[src/rtl/core/pldf_pkg.sv]
`default_nettype none
// ----------------------------------------------------------------------------
// pldf_pkg
// Shared types and constants of the point-to-line distance filter.
// ----------------------------------------------------------------------------
package pldf_pkg;

   localparam int DEFAULT_COORD_WIDTH = 24;
   localparam int NUM_AXES            = 3;

   // direction components are Q2.14
   localparam int DIR_WIDTH = 16;
   localparam int DIR_FRAC  = 14;

   localparam int MAXD_WIDTH = 23;

   // one half in the Q.14 fraction, used for round-to-nearest
   localparam logic [DIR_FRAC-1:0] ROUND_HALF = DIR_FRAC'(1) << (DIR_FRAC - 1);

   localparam logic signed [DIR_WIDTH-1:0] DIRECTION_ONE = DIR_WIDTH'(16384);

   localparam int CSR_INDEX_WIDTH = 3;

   typedef enum logic [CSR_INDEX_WIDTH-1:0] {
      CSR_ANCHOR_X     = 3'd0,
      CSR_ANCHOR_Y     = 3'd1,
      CSR_ANCHOR_Z     = 3'd2,
      CSR_DIRECTION_X  = 3'd3,
      CSR_DIRECTION_Y  = 3'd4,
      CSR_DIRECTION_Z  = 3'd5,
      CSR_MAX_DISTANCE = 3'd6
   } csr_index_type;

endpackage
`default_nettype wire

[src/rtl/core/pldf_residual.sv]
`default_nettype none
// ----------------------------------------------------------------------------
// pldf_residual
// Three stages: t times direction, perpendicular residual rounded to
// coordinate format, then its magnitude per axis.
// ----------------------------------------------------------------------------
module pldf_residual #(
   parameter int COORD_WIDTH = pldf_pkg::DEFAULT_COORD_WIDTH,
   localparam int VW = COORD_WIDTH + 1,
   localparam int TW = COORD_WIDTH + 19 - pldf_pkg::DIR_FRAC,
   localparam int MW = COORD_WIDTH + 8
) (
   input  logic                                  clock,
   input  logic                                  reset,
   input  logic signed [pldf_pkg::DIR_WIDTH-1:0] direction [pldf_pkg::NUM_AXES],
   input  logic                                  in_valid,
   output logic                                  in_stall,
   input  logic signed [VW-1:0]                  in_v      [pldf_pkg::NUM_AXES],
   input  logic signed [TW-1:0]                  in_t,
   input  logic signed [COORD_WIDTH-1:0]         in_point  [pldf_pkg::NUM_AXES],
   output logic                                  out_valid,
   input  logic                                  out_stall,
   output logic        [MW-1:0]                  out_mag   [pldf_pkg::NUM_AXES],
   output logic signed [COORD_WIDTH-1:0]         out_point [pldf_pkg::NUM_AXES]
);

   localparam int TPW = TW + pldf_pkg::DIR_WIDTH;
   localparam int RW  = TPW + 1;

   logic valid1_ff, valid2_ff, valid3_ff;
   logic ready1, ready2, ready3;

   logic signed [TPW-1:0]         tp1_ff  [pldf_pkg::NUM_AXES];
   logic signed [VW-1:0]          v1_ff   [pldf_pkg::NUM_AXES];
   logic signed [RW-1:0]          r_in    [pldf_pkg::NUM_AXES];
   logic signed [MW-1:0]          e2_ff   [pldf_pkg::NUM_AXES];
   logic        [MW-1:0]          mag3_ff [pldf_pkg::NUM_AXES];
   logic signed [COORD_WIDTH-1:0] p1_ff   [pldf_pkg::NUM_AXES];
   logic signed [COORD_WIDTH-1:0] p2_ff   [pldf_pkg::NUM_AXES];
   logic signed [COORD_WIDTH-1:0] p3_ff   [pldf_pkg::NUM_AXES];

   assign ready3   = !valid3_ff || !out_stall;
   assign ready2   = !valid2_ff || ready3;
   assign ready1   = !valid1_ff || ready2;
   assign in_stall = !ready1;

   always_ff @(posedge clock) begin
      if (reset) begin
         valid1_ff <= 1'b0;
         valid2_ff <= 1'b0;
         valid3_ff <= 1'b0;
      end else begin
         if (ready1) valid1_ff <= in_valid;
         if (ready2) valid2_ff <= valid1_ff;
         if (ready3) valid3_ff <= valid2_ff;
      end
   end

   for (genvar i = 0; i < pldf_pkg::NUM_AXES; i++) begin : g_lane
      // v * 2^14 with the rounding half placed in the empty fraction bits
      assign r_in[i] = RW'($signed({v1_ff[i], pldf_pkg::ROUND_HALF})) - RW'(tp1_ff[i]);

      always_ff @(posedge clock) begin
         if (ready1) begin
            tp1_ff[i] <= TPW'(in_t * direction[i]);
            v1_ff[i]  <= in_v[i];
            p1_ff[i]  <= in_point[i];
         end
         if (ready2) begin
            e2_ff[i] <= r_in[i][RW-1:pldf_pkg::DIR_FRAC];
            p2_ff[i] <= p1_ff[i];
         end
         if (ready3) begin
            mag3_ff[i] <= e2_ff[i][MW-1] ? MW'(-e2_ff[i]) : MW'(e2_ff[i]);
            p3_ff[i]   <= p2_ff[i];
         end
      end
      assign out_mag[i]   = mag3_ff[i];
      assign out_point[i] = p3_ff[i];
   end

   assign out_valid = valid3_ff;

endmodule
`default_nettype wire

[config.mk]
export PLATFORM = sky130hd
export DESIGN_NAME = pldf_residual
export DESIGN_NICKNAME = d
export VERILOG_FILES = /design/src/rtl/core/pldf_pkg.sv /design/src/rtl/core/pldf_residual.sv
export SDC_FILE = /design/constraint.sdc
export NUM_CORES = 2
export LEC_CHECK = 0
export CORE_MARGIN = 2
export CORE_UTILIZATION = 50
export CTS_CLUSTER_DIAMETER = 30
export DETAILED_ROUTE_END_ITERATION = 10
export DONT_BUFFER_PORTS = 1
export PLACE_DENSITY_LB_ADDON = 0.1
export SLEW_MARGIN = 20
export SYNTH_ARGS = -nofsm -noshare
export SYNTH_HDL_FRONTEND = slang
export SYNTH_SLANG_ARGS = --single-unit
[constraint.sdc]
create_clock -name clock -period 11.6 [get_ports clock]
set_input_delay 2.9 -clock clock [delete_from_list [all_inputs] [get_ports clock]]
set_output_delay 2.9 -clock clock [all_outputs]
set_load 0.005 [all_outputs]
==> results.txt <==
Outcome: complete, no violations
Max-slew headroom: 30.6%
Syn nets: 9106
Tcrit/Tclk final: 80.3%
Nets: 8949
TritonRoute pass-1 iters: 5
Max Slew Vio Count: 0
IO buf count: 0
Initial Util: 50.5%
Avg WL per Cell: 18.5 um
Largest net degree at the start of global routing: 132
Die ar.: 150000 um2
Post-synth cell types: 73
CTS H-tree lvls: 4
Yosys top cell area share: 36.2%
Async set-reset flop share out of synthesis: 0%
R2R Setup Slk: 7950 ps
Mapped cell area: 73600 um2
Crit. End Element: flip-flop
Hold buffers post-CTS: 0
Post_cts resized: 0
Final wirelength: 166 mm
CTS root buf: clkbuf_16
Maxcap violations: 0
Post-DRT Antenna Nets: 0
Syn Area/Cell: 10.3 um2
DR vias: 47265
GR Overflow Total: 0
Critical path's slowest cell: o41ai_1
Synth area leaders: fa_1 36%, edfxtp_1 25%, inv_1 8.5%
Clk_lat worst skew: 740 ps
Synth area leader: fa_1
Synth cell count leaders: 1666 x inv_1, 1332 x fa_1, 865 x nand2_1
CP bufs+invs: 3
Syn. warnings: 0
Placeable Area: 146000 um2
Req. time, crit path: 12060 ps
Post-DP HPWL: 125 mm
Min-delay worst type: reg -> reg
Tot GR Track Use: 23.3%
Vias in the first global route: 51345
Startpoint types: input pin
Initial drt markers: 2658
Crit path DAT: 9770 ps
Area Overhead vs Synth: 8.49%
Unrepaired setup endpoints after global routing: false
Skew final: 32.4 ps
CP delay by family, top: adder cells
CTS buffer count: 139
DRC: 0
Mapped Cells: 7126
Reg clk slew, reported paths: 50 ps
Final setup fails: 0
Maximum fanout along the worst path: 24
Crit path kind: in -> reg
Fin crit period: 9310 ps
GPL Wtd Cong: 0.844
Most used DFF post-synth: edfxtp_1
Die Wd: 388 um
CTS tree: built
Clock Tree Buf Depth: 3
Die height: 388 um
Most common cell in the netlist: inv_1
Peak Freq: 107 MHz
Slew @ Worst Pin: 1020 ps
Endpoints failing hold: 0
Post-CTS Setup Inserts: 0
Io pins: 398
Site Rows: 140
Setup_tns: 0 ps
Vias per cell: 5.25
Slowest Stage Delay on Critical Path: 850 ps
Layout cells sized above 1: 3.70%
# clock sinks: 621
Register area share after synthesis: 25.3%
Post-synth EDFFs: 618
Initial antenna violation count: 7
Worst path cell trace: inv_1 -> nor2_1 -> fa_1 -> fa_1 -> fa_1 -> fa_1 -> fa_1 -> inv_1 -> fa_1 -> inv_1 -> ha_1 -> nand4_1 -> o31a_1 -> o41ai_1 -> a221oi_2 -> o2111ai_1 -> o211ai_1 -> o21ai_0 -> xor2_1
Register bit total from synthesis: 621
First-pass GRT wire length: 276 mm
Cell mode on critical path: fa_1
## sequential cells by signal, indices dropped and copies added (netlist names)
register and flops:
mag3_ff 96, out_valid 1, tp1_ff 135, p1_ff 72, valid2_ff 1, p3_ff 72, e2_ff 96, v1_ff 75
p2_ff 72, valid1_ff 1
## cell type report
cell class / instances / area, um2
Sequential cell: 621 / 18600
Clock buffer: 158 / 3630
Fill cell: 12819 / 66100
Antenna cell: 2 / 5.00
Inverter: 1666 / 6260
Tap cell: 1917 / 2400
Timing Repair Buffer: 9 / 87.6
Multi-Input combinational cell: 4532 / 47600
Clock inverter: 98 / 1240
## cell usage in the layout, fill, tap and decap left out, types with 30 or more instances in the layout
cell type / Yosys / routed
a21o_1: 90 / 90
edfxtp_1: 618 / 618
and2_1: 564 / 564
fa_1: 1332 / 1332
nand2b_1: 48 / 48
a21oi_1: 154 / 154
nand2_1: 865 / 863
ha_1: 420 / 420
or3_1: 30 / 30
nand3_1: 42 / 42
o21a_1: 31 / 31
nor2_1: 191 / 191
xnor2_1: 244 / 244
inv_1: 1666 / 1665
xor2_1: 58 / 58
nor3_1: 39 / 39
o21ai_0: 116 / 116
clkbuf_16: 0 / 143
## metal layers
| layer | share of wire (%) | up-vias | track usage (%) |
|---|---|---|---|
| li1 | - | 21408 | - |
| met1 | 43 | 24539 | 31.6 |
| met2 | 49 | 1123 | 39.1 |
| met3 | 6.0 | 195 | 4.17 |
| met4 | 1.9 | 0 | 5.48 |
| met5 | 0 | - | 0 |
## per-stage QoR
step / utilization, % / hold slack (ps) / instance area [um2] / setup WS (ps) / cells
2_1_floorplan: - / 400 / 73600 / 1970 / 7126
3_3_place_gp: 51.4 / 400 / 75000 / 1780 / 8744
3_5_place_dp: 51.4 / 405 / 75000 / 1610 / 8744
4_1_cts: 54.7 / 407 / 79800 / 2420 / 9000
5_1_grt: 54.7 / 414 / 79900 / 1890 / 9002
6_report: 54.7 / 410 / 79900 / 2290 / 9003
## cells by family (layout without fill, tap and decap cells)
group,count (synthesis),in the layout,share of synthesized area [%]
buffers and inverters,1973,1931,10.1
and+or+nand+nor,1906,1906,12.6
adders and majority gates,1752,1752,43.4
DFF,621,621,25.3
AOI/OAI and AO/OA,565,565,5.02
xor gates and xnor gates,302,302,3.59
muxes,7,7,0.0969
other,0,2,0
## worst paths after layout
check / cells past startpoint / startpoint / endpoint
worst min-delay path: 0 / p2_ff[0][65] / p3_ff[0][65]
worst min register to register: 0 / p2_ff[0][65] / p3_ff[0][65]
worst max register to register: 11 / tp1_ff[0][16] / e2_ff[0][30]
worst max-delay path: 19 / direction[15] / tp1_ff[0][129]
Power is left out: the tool's default activity adds up to more than one toggle a clock period on the data nets, which glitch-free logic cannot reach.
