===== config.mk =====
export PLATFORM = sky130hd
export DESIGN_NAME = pldf_project
export DESIGN_NICKNAME = d
export VERILOG_FILES = /design/src/rtl/core/pldf_pkg.sv /design/src/rtl/core/pldf_project.sv
export SDC_FILE = /design/constraint.sdc
export NUM_CORES = 2
export LEC_CHECK = 0
export ABC_AREA = 1
export ABC_CLOCK_PERIOD_IN_PS = 24600
export BUFFER_PORTS_ARGS = -buffer_cell sky130_fd_sc_hd__buf_4
export CAP_MARGIN = 20
export CORE_UTILIZATION = 50
export CTS_CLUSTER_DIAMETER = 80
export DETAILED_ROUTE_END_ITERATION = 16
export PLACE_DENSITY = 0.67
export SYNTH_ARGS = -nofsm -noshare
export SYNTH_HDL_FRONTEND = slang
export SYNTH_SLANG_ARGS = --single-unit

===== constraint.sdc =====
create_clock -name clock -period 24.6 [get_ports clock]
set_input_delay 4.92 -clock clock [delete_from_list [all_inputs] [get_ports clock]]
set_output_delay 4.92 -clock clock [all_outputs]
set_load 0.02 [all_outputs]

===== src/rtl/core/pldf_pkg.sv =====
`default_nettype none
// ----------------------------------------------------------------------------
// pldf_pkg
// Shared types and constants of the point-to-line distance filter.
// ----------------------------------------------------------------------------
package pldf_pkg;

   localparam int DEFAULT_COORD_WIDTH = 24;
   localparam int NUM_AXES            = 3;

   // direction components are Q2.14
   localparam int DIR_WIDTH = 16;
   localparam int DIR_FRAC  = 14;

   localparam int MAXD_WIDTH = 23;

   // one half in the Q.14 fraction, used for round-to-nearest
   localparam logic [DIR_FRAC-1:0] ROUND_HALF = DIR_FRAC'(1) << (DIR_FRAC - 1);

   localparam logic signed [DIR_WIDTH-1:0] DIRECTION_ONE = DIR_WIDTH'(16384);

   localparam int CSR_INDEX_WIDTH = 3;

   typedef enum logic [CSR_INDEX_WIDTH-1:0] {
      CSR_ANCHOR_X     = 3'd0,
      CSR_ANCHOR_Y     = 3'd1,
      CSR_ANCHOR_Z     = 3'd2,
      CSR_DIRECTION_X  = 3'd3,
      CSR_DIRECTION_Y  = 3'd4,
      CSR_DIRECTION_Z  = 3'd5,
      CSR_MAX_DISTANCE = 3'd6
   } csr_index_type;

endpackage
`default_nettype wire


===== src/rtl/core/pldf_project.sv =====
`default_nettype none
// ----------------------------------------------------------------------------
// pldf_project
// Three stages: offset from the anchor, per-axis products with the direction,
// then the dot product rounded to coordinate format (projection length t).
// ----------------------------------------------------------------------------
module pldf_project #(
   parameter int COORD_WIDTH = pldf_pkg::DEFAULT_COORD_WIDTH,
   localparam int VW   = COORD_WIDTH + 1,
   localparam int TW   = COORD_WIDTH + 19 - pldf_pkg::DIR_FRAC
) (
   input  logic                                  clock,
   input  logic                                  reset,
   input  logic signed [COORD_WIDTH-1:0]         anchor    [pldf_pkg::NUM_AXES],
   input  logic signed [pldf_pkg::DIR_WIDTH-1:0] direction [pldf_pkg::NUM_AXES],
   input  logic                                  in_valid,
   output logic                                  in_stall,
   input  logic signed [COORD_WIDTH-1:0]         in_point  [pldf_pkg::NUM_AXES],
   output logic                                  out_valid,
   input  logic                                  out_stall,
   output logic signed [VW-1:0]                  out_v     [pldf_pkg::NUM_AXES],
   output logic signed [TW-1:0]                  out_t,
   output logic signed [COORD_WIDTH-1:0]         out_point [pldf_pkg::NUM_AXES]
);

   localparam int PW   = VW + pldf_pkg::DIR_WIDTH;
   localparam int DOTW = PW + 2;

   logic valid1_ff, valid2_ff, valid3_ff;
   logic ready1, ready2, ready3;

   logic signed [VW-1:0]          v1_ff    [pldf_pkg::NUM_AXES];
   logic signed [VW-1:0]          v2_ff    [pldf_pkg::NUM_AXES];
   logic signed [VW-1:0]          v3_ff    [pldf_pkg::NUM_AXES];
   logic signed [PW-1:0]          prod2_ff [pldf_pkg::NUM_AXES];
   logic signed [COORD_WIDTH-1:0] p1_ff    [pldf_pkg::NUM_AXES];
   logic signed [COORD_WIDTH-1:0] p2_ff    [pldf_pkg::NUM_AXES];
   logic signed [COORD_WIDTH-1:0] p3_ff    [pldf_pkg::NUM_AXES];
   logic signed [DOTW-1:0]        dot_in;
   logic signed [TW-1:0]          t3_ff;

   // a stage takes new data when it is empty or its content moves on
   assign ready3   = !valid3_ff || !out_stall;
   assign ready2   = !valid2_ff || ready3;
   assign ready1   = !valid1_ff || ready2;
   assign in_stall = !ready1;

   always_ff @(posedge clock) begin
      if (reset) begin
         valid1_ff <= 1'b0;
         valid2_ff <= 1'b0;
         valid3_ff <= 1'b0;
      end else begin
         if (ready1) valid1_ff <= in_valid;
         if (ready2) valid2_ff <= valid1_ff;
         if (ready3) valid3_ff <= valid2_ff;
      end
   end

   for (genvar i = 0; i < pldf_pkg::NUM_AXES; i++) begin : g_lane
      always_ff @(posedge clock) begin
         if (ready1) begin
            v1_ff[i] <= VW'(in_point[i]) - VW'(anchor[i]);
            p1_ff[i] <= in_point[i];
         end
         if (ready2) begin
            prod2_ff[i] <= PW'(v1_ff[i] * direction[i]);
            v2_ff[i]    <= v1_ff[i];
            p2_ff[i]    <= p1_ff[i];
         end
         if (ready3) begin
            v3_ff[i] <= v2_ff[i];
            p3_ff[i] <= p2_ff[i];
         end
      end
      assign out_v[i]     = v3_ff[i];
      assign out_point[i] = p3_ff[i];
   end

   // dot product plus one half; dropping the fraction rounds to nearest
   assign dot_in = DOTW'(prod2_ff[0]) + DOTW'(prod2_ff[1]) + DOTW'(prod2_ff[2])
                   + DOTW'(pldf_pkg::ROUND_HALF);

   always_ff @(posedge clock) begin
      if (ready3) t3_ff <= dot_in[DOTW-1:pldf_pkg::DIR_FRAC];
   end

   assign out_t     = t3_ff;
   assign out_valid = valid3_ff;

endmodule
`default_nettype wire


==> reports/metrics.cfg <==
[global_route]
grt_pass1_vias=56625
globalRouteMet3Util=0.04004
antenna_found_initial=3
gr-total-overflow=0
grtUsageTotal=0.2683
grt_busiest_layer=met2
grt_pass1_wl_mm=305.3
grtUsageMet2=0.4493
use_met1=0.3674
grt_max_degree=101

[floorplanning]
rows=139
core_area_um2=143500
dieArea_um2=146200
die_y_um=382.3
ios=374
die_x_um=382.3
initial_core_util=0.5041

[placement]
dp_hpwl_mm=154.2
place_area_um2=76630
gp_routability_congestion=0.9849
io_buffers=373

[timing]
max_freq_ghz=0.08376
rsz0062_at_grt=no
fin_crit_sh=0.4853
finalSetupViolations=0
fin_worst_skew_ps=72.44
relSlewSlack=0.2740
fin_crit_ps=11940
drv_slew=0
fin_tns_setup_ps=0
tightest_slew_ps=1089
hold-worst-slack_ps=393.7
hold_violations=0

[critical_path]
reg2reg_depth=18
startpoint=out_stall
critPathSlowestCell=nand2_4
cp-end-kind=output port
r2r-start=v1_ff[0][24]
crit_cells=6
worstSetupPathType=in2out
crit_family=simple AND/OR/NAND/NOR gates
crit_arrival_ps=7020
start_kind=input port
worstPathRequired_ps=19680
crit_chain=buf_4 -> nand2_4 -> nor2_1 -> inv_8 -> nor2_1 -> buf_4
worst-path-buf-inv=3
slowest_delay_ps=650
worst-path-max-fanout=100

[cts]
clk_pin_slew_ps=70
clock_path_buffers=3
cts_resized=0
cts_root_buf=clkbuf_16
clock_sinks=596
cts_buffers=69
clock_latency_ps=700
htreeDepth=3
cts_tree=done
cts_setup_buffers=0
hold_buffers=0

[yosys]
synth-warning-count=0
synthesis.nets=10022
synth_area_leaders=fa_1 (33%), edfxtp_1 (25%), inv_1 (11%), nand2_1 (10%), ha_1 (7.8%)
synthDistinctLibCells=45
ys_seq_area_frac=0.2470
synthSimpleGateAreaFrac=0.1507
syn_inst=8167
synth_area_um2=72320
synthXorXnorAreaFrac=0.02034
synth_compound_area_frac=0.04129
muxShareOfSynthArea=0
synth_seq_cells=596
synth_top_area_cell=fa_1
async_flop_share=0
synth_top_area_frac=0.3341
synth-main-ff-cell=edfxtp_1
synthAdderAreaFrac=0.4123
postSynthAreaPerCell_um2=8.856
synth_edf_count=593
synth_top_family_by_area=adder cells

[route]
drt_pre_antenna_iters=6
drc=0
routed_wl_mm=189.6
drt_iter0_drc=3793
vias=53191
viasPerCell=5.157
ant_nets=0
avgRoutedWirePerCell_um=18.38

[worst_hold_path]
min-delay-start=v2_ff[0][60]
hold_path_class=reg2reg
hold_depth=0

[final_layout]
nets=10211
postLayoutCellArea_um2=79010
fillCellCount=13080
area_delta_synth_final_pct=9.245
drive_gt1_frac=0.06706

[status]
outcome=completed

[flow_run]
drv_cap=0

## stage by stage
stage                     setup WS [ps]  utilization  instances
final                             12660       0.5507      10315
after global routing              12440       0.5507      10315
after CTS                         12560       0.5505      10313
after detailed placement          12550       0.5341      10187
after global placement            12570       0.5341      10187
after floorplan                    4607            -       8167
## cell families after synthesis
group                    after synthesis
AO/OA/AOI/OAI                        546
flip-flops                           596
adder cells (fa/ha/maj)             1659
buffers and inverters               2472
XOR/XNOR                             168
AND/OR/NAND/NOR                     2726
## final timing paths
check,endpoint,slack [ps]
worst max-delay path,in_stall,12660
worst min-delay path,v3_ff[0][60],390
worst max register to register,prod2_ff[0][40],18090
worst min register to register,v3_ff[0][60],390
## synth_stat cells (all sizes together), types with 5 or more instances
cell type	n
nor2	436
inv	2199
edfxtp	593
o211ai	6
nand2	1969
a21o	21
nand3	171
xnor2	46
buf	5
a21oi	276
o21ai	178
nor3	35
a21boi	11
ha	452
o21a	6
nor4	17
or2	30
nand3b	6
fa	1207
o21bai	26
xor2	122
a31oi	16
clkbuf	268
nand4	58
## layout make-up
type	instances	area, um^2	share of cell area
Clock inverter	51	610.6	0.007728
Multi-Input combinational cell	5099	45190	0.5719
Inverter	2199	8267	0.1046
Tap cell	1903	2381	0.03014
Antenna cell	1	2.502	0.00003167
Timing Repair Buffer	391	2948	0.03731
Clock buffer	75	1749	0.02214
Sequential cell	596	17870	0.2261
## cells in the final DEF, fill, tap and decap left out, types with 162 or more instances in the layout
master       n
nand2_1   1960
nand3_1    166
buf_4      390
a21oi_1    272
edfxtp_1   593
nor2_1     435
ha_1       452
inv_1     2193
o21ai_0    162
fa_1      1207
## flip-flops by register name (all words and copies together), names as in the netlist
name	flops
out_valid	1
v2_ff	75
out_t	29
v1_ff	75
prod2_ff	123
p1_ff	72
valid1_ff	1
p2_ff	72
p3_ff	72
valid2_ff	1
v3_ff	75
## worst register-to-register path: stages, from the launching register on
cell,delay (ps)
edfxtp_1,790
nand2_1,340
fa_1,610
inv_1,70
fa_1,810
fa_1,570
inv_1,140
fa_1,440
fa_1,500
fa_1,500
inv_1,40
ha_1,380
inv_1,90
nor3_1,310
nand2_1,150
nor2_1,150
nand3_1,110
nand4_1,120
nand2_1,80
## layer usage
metal / part of all wire / wire length, um
met1: 0.43 / 80760
met2: 0.48 / 91930
met3: 0.068 / 12900
met4: 0.021 / 4012
met5: 0.000090 / 17
Power is left out: the tool's default activity adds up to more than one toggle a clock period on the data nets, which glitch-free logic cannot reach.
