[src/rtl/core/pldf_pkg.sv]
`default_nettype none
// ----------------------------------------------------------------------------
// pldf_pkg
// Shared types and constants of the point-to-line distance filter.
// ----------------------------------------------------------------------------
package pldf_pkg;

   localparam int DEFAULT_COORD_WIDTH = 24;
   localparam int NUM_AXES            = 3;

   // direction components are Q2.14
   localparam int DIR_WIDTH = 16;
   localparam int DIR_FRAC  = 14;

   localparam int MAXD_WIDTH = 23;

   // one half in the Q.14 fraction, used for round-to-nearest
   localparam logic [DIR_FRAC-1:0] ROUND_HALF = DIR_FRAC'(1) << (DIR_FRAC - 1);

   localparam logic signed [DIR_WIDTH-1:0] DIRECTION_ONE = DIR_WIDTH'(16384);

   localparam int CSR_INDEX_WIDTH = 3;

   typedef enum logic [CSR_INDEX_WIDTH-1:0] {
      CSR_ANCHOR_X     = 3'd0,
      CSR_ANCHOR_Y     = 3'd1,
      CSR_ANCHOR_Z     = 3'd2,
      CSR_DIRECTION_X  = 3'd3,
      CSR_DIRECTION_Y  = 3'd4,
      CSR_DIRECTION_Z  = 3'd5,
      CSR_MAX_DISTANCE = 3'd6
   } csr_index_type;

endpackage
`default_nettype wire

[src/rtl/core/pldf_compare.sv]
`default_nettype none
// ----------------------------------------------------------------------------
// pldf_compare
// Two stages: per-axis limit check and squares, then the sum of squares
// against the squared limit.
// ----------------------------------------------------------------------------
module pldf_compare #(
   parameter int COORD_WIDTH = pldf_pkg::DEFAULT_COORD_WIDTH,
   localparam int MW = COORD_WIDTH + 8
) (
   input  logic                                 clock,
   input  logic                                 reset,
   input  logic [pldf_pkg::MAXD_WIDTH-1:0]      max_distance,
   input  logic                                 in_valid,
   output logic                                 in_stall,
   input  logic        [MW-1:0]                 in_mag    [pldf_pkg::NUM_AXES],
   input  logic signed [COORD_WIDTH-1:0]        in_point  [pldf_pkg::NUM_AXES],
   output logic                                 out_valid,
   input  logic                                 out_stall,
   output logic                                 out_close,
   output logic signed [COORD_WIDTH-1:0]        out_point [pldf_pkg::NUM_AXES]
);

   localparam int CW   = (MW > pldf_pkg::MAXD_WIDTH) ? MW : pldf_pkg::MAXD_WIDTH;
   localparam int SQW  = 2 * pldf_pkg::MAXD_WIDTH;
   localparam int SUMW = SQW + 2;

   logic valid1_ff, valid2_ff;
   logic ready1, ready2;

   logic [CW-1:0]                 mag_ext [pldf_pkg::NUM_AXES];
   logic [pldf_pkg::NUM_AXES-1:0] over_in;
   logic                          over1_ff;
   logic [SQW-1:0]                sq1_ff  [pldf_pkg::NUM_AXES];
   logic [SQW-1:0]                maxd_sq_ff;
   logic [SUMW-1:0]               sum_in;
   logic                          close_in;
   logic                          close2_ff;
   logic signed [COORD_WIDTH-1:0] p1_ff   [pldf_pkg::NUM_AXES];
   logic signed [COORD_WIDTH-1:0] p2_ff   [pldf_pkg::NUM_AXES];

   assign ready2   = !valid2_ff || !out_stall;
   assign ready1   = !valid1_ff || ready2;
   assign in_stall = !ready1;

   always_ff @(posedge clock) begin
      if (reset) begin
         valid1_ff <= 1'b0;
         valid2_ff <= 1'b0;
      end else begin
         if (ready1) valid1_ff <= in_valid;
         if (ready2) valid2_ff <= valid1_ff;
      end
   end

   // the user changes limit only while idle, unenforced; square follows next cycle
   always_ff @(posedge clock) begin
      maxd_sq_ff <= SQW'(max_distance * max_distance);
   end

   for (genvar i = 0; i < pldf_pkg::NUM_AXES; i++) begin : g_lane
      assign mag_ext[i] = CW'(in_mag[i]);
      assign over_in[i] = mag_ext[i] > CW'(max_distance);

      // square only matters when the axis is within the limit
      always_ff @(posedge clock) begin
         if (ready1) begin
            sq1_ff[i] <= SQW'(mag_ext[i][pldf_pkg::MAXD_WIDTH-1:0]
                              * mag_ext[i][pldf_pkg::MAXD_WIDTH-1:0]);
            p1_ff[i]  <= in_point[i];
         end
         if (ready2) p2_ff[i] <= p1_ff[i];
      end
      assign out_point[i] = p2_ff[i];
   end

   assign sum_in   = SUMW'(sq1_ff[0]) + SUMW'(sq1_ff[1]) + SUMW'(sq1_ff[2]);
   assign close_in = !over1_ff && (sum_in <= SUMW'(maxd_sq_ff));

   always_ff @(posedge clock) begin
      if (ready1) over1_ff  <= |over_in;
      if (ready2) close2_ff <= close_in;
   end

   assign out_valid = valid2_ff;
   assign out_close = close2_ff;

   // an axis within the limit cannot square beyond the squared limit
   a_square_bound : assert property (@(posedge clock) disable iff (reset)
      valid1_ff && !over1_ff |-> (sq1_ff[0] <= maxd_sq_ff) && (sq1_ff[1] <= maxd_sq_ff)
                                 && (sq1_ff[2] <= maxd_sq_ff))
      else $error("square above squared limit on an in-range axis");

endmodule
`default_nettype wire

[config.mk]
export PLATFORM = sky130hd
export DESIGN_NAME = pldf_compare
export DESIGN_NICKNAME = d
export VERILOG_FILES = /design/src/rtl/core/pldf_pkg.sv /design/src/rtl/core/pldf_compare.sv
export SDC_FILE = /design/constraint.sdc
export NUM_CORES = 2
export LEC_CHECK = 0
export BUFFER_PORTS_ARGS = -buffer_cell sky130_fd_sc_hd__buf_2
export CAP_MARGIN = 20
export CORE_ASPECT_RATIO = 0.6
export CORE_MARGIN = 10
export CORE_UTILIZATION = 23
export CTS_CLUSTER_DIAMETER = 60
export CTS_CLUSTER_SIZE = 8
export DETAILED_ROUTE_END_ITERATION = 16
export PLACE_DENSITY = 0.42
export RECOVER_POWER = 25
export SYNTH_ARGS = -nofsm -noshare
export SYNTH_HDL_FRONTEND = slang
export SYNTH_SLANG_ARGS = --single-unit
[constraint.sdc]
create_clock -name clock -period 12.17 [get_ports clock]
set_input_delay 3.651 -clock clock [delete_from_list [all_inputs] [get_ports clock]]
set_output_delay 3.651 -clock clock [all_outputs]
set_load 0.05 [all_outputs]
==> qor.txt <==
post-synth top area share - 0.424
DP HPWL - 208000 um
postcts setup bufs - 0
Seq/Total Area, Yosys - 0.125
Root Buffer - clkbuf_16
Iter 0 DRT Violations - 3591
post-synthesis async set-or-reset flop share - 0
Post-synth top cells - inv_1 (2094), fa_1 (1588), ha_1 (851)
CTS Hold Buffers Added - 0
Final Critical Period - 11.37 ns
clock slew at reported path FFs - 0.06 ns
Mapped Cells - 7616
failing checks - max-capacitance violations, max-slew violations
Layout fillers - 34700
CP startpoint kind - input port
max cap viols - 1
row cnt - 162
CTS tree - done
#FFs+latches synth - 328
crit-path max FO - 18
cell with the most instances after synthesis - inv_1
Clock Latency Late Sink - 0.64 ns
fmax - 88.0 MHz
outcome - complete, but fails checks
Rel. slew slack - -0.418
largest cells by area after synthesis - fa_1 (42%), ha_1 (14%), edfxtp_1 (11%)
clk buf depth - 3
number of slew-limit violations in the final report - 44
IO Port Bufs - 269
critical path capture point type - flop
via count - 51600
vias per cell - 4.21
total gr overflow - 0
critical path class - in -> reg
Setup Skew - 0.0259 ns
Final Cycle Share - 0.934
final setup violating endpoints - 0
Area Growth Syn to Fin - 11.2%
routed length per instance - 20.0 um
Worst-Margin Slew - 2.12 ns
Final GP Congestion - 0.868
Mapped Area - 74900 um2
CTS buffer count - 49
Pre-antenna DRT Iters - 7
RSZ-0062 raised after global routing - false
setup TNS - 0 ns
first-pass GRT wire length - 372000 um
height of the chip - 462 um
die area - 350000 um2
Post-route DRC - 0
Synth cell types - 78
Worst Path Required - 12.63 ns
Post-Route WL - 245000 um
initial antenna violation count - 42
H-tree levels - 2
share of layout cells above drive strength 1 - 0.0599
final hold violation count - 0
area leader, netlist - fa_1
Post-synth EDFFs - 281
Hold Path Class - reg -> reg
Avg Synthesized Cell Area - 9.83 um2
post-cts sizing count - 0
largest net degree at the start of global routing - 74
Synth Warn # - 0
CORE AREA - 325000 um2
Tot GR Track Use - 0.141
num ports - 270
vias in the first global route - 55700
CP arrival - 11.83 ns
Antenna Nets Post-Route - 0
width of the die - 757 um
Main synth FF type - edfxtp_1
layout net count - 10500
Starting Density - 0.231
Sink Count - 328
## layout make-up
cell class,instances,area [um2],share of cell area
Clock buffer,84,1380,0.0165
Sequential cell,328,9380,0.113
Clock inverter,7,115,0.00138
Multi-Input combinational cell,4980,56900,0.683
Tap cell,4346,5440,0.0653
Antenna cell,2,5.00,0.0000601
Timing Repair Buffer,390,2220,0.0267
Inverter,2105,7900,0.0948
## worst max-delay path, cell delays in order
cell and delay (ns):
clkbuf_1 0.90, nand2_1 0.31, xor2_1 0.26, ha_1 0.22
a31o_2 0.24, fa_1 0.53, fa_1 0.64, fa_1 0.47
fa_1 0.53, fa_1 0.43, fa_1 0.48, ha_1 0.24
a211o_1 0.32, a2111oi_0 0.60, nor2_1 0.16, o21ai_1 0.28
a21boi_1 0.13, o31a_1 0.32, o41ai_2 0.50, or4b_1 0.49
o211ai_1 0.11
## layout by cell type (no fill, tap or decap), types with 12 or more instances in the layout
cell type	n
a211oi_1	27
a21o_1	163
a21oi_1	223
a31o_2	12
a31oi_1	16
and2_1	306
and3_1	30
buf_2	245
buf_4	117
clkbuf_1	59
clkbuf_16	50
dfxtp_1	47
edfxtp_1	281
fa_1	1588
ha_1	851
inv_1	2094
nand2_1	646
nand2b_1	46
nand3_1	49
nand4_1	45
nor2_1	297
nor2b_1	58
nor3_1	20
nor4_1	13
o211ai_1	16
o21a_1	22
o21ai_0	109
o21bai_1	38
o31ai_1	13
xnor2_1	166
xor2_1	85
## registers in the layout, indices dropped and copies added (netlist names)
name,flops
p2_ff,72
p1_ff,72
sq1_ff,135
out_valid,1
valid1_ff,1
out_close,1
over1_ff,1
maxd_sq_ff,45
## per-stage QoR
step	instance area [um2]	worst slack, ns	hold WS [ns]	util	std cells
after floorplan	74900	0.473	0.400	-	7617
after global placement	81800	0.505	0.401	0.252	12100
after detailed placement	81900	0.518	0.405	0.252	12100
after CTS	83300	1.10	0.406	0.257	12200
after global routing	83300	0.481	0.414	0.257	12200
final	83300	0.802	0.405	0.257	12200
## routing by layer
layer | vias to the layer above | routed length, um | GRT usage
li1 | 23500 | - | -
met1 | 26400 | 129000 | 0.227
met2 | 1486 | 94500 | 0.193
met3 | 138 | 18800 | 0.0300
met4 | 16 | 2490 | 0.0132
met5 | - | 102 | 0
## logic make-up (layout without fill, tap and decap cells)
family                   count (synthesis)  in the layout  synth area share
buffers and inverters                 2309           2586             0.116
multiplexers                            11             11           0.00159
XOR/XNOR                               251            251            0.0293
adder cells (fa/ha/maj)               2439           2439             0.567
AND/OR/NAND/NOR                       1549           1549            0.0974
AO/OA/AOI/OAI                          727            727            0.0640
flip-flops                             328            328             0.125
other                                    2              5          0.000100
## final timing paths
check                              startpoint       endpoint  slack [ns]  depth (start not counted)
worst max-delay path               in_mag[32]  sq1_ff[0][84]        0.80                         21
worst min-delay path             p1_ff[0][46]   p2_ff[0][46]        0.40                          0
worst max register to register  sq1_ff[0][55]      out_close        5.42                         21
worst min register to register   p1_ff[0][46]   p2_ff[0][46]        0.40                          0
Power is left out: the tool's default activity adds up to more than one toggle a clock period on the data nets, which glitch-free logic cannot reach.
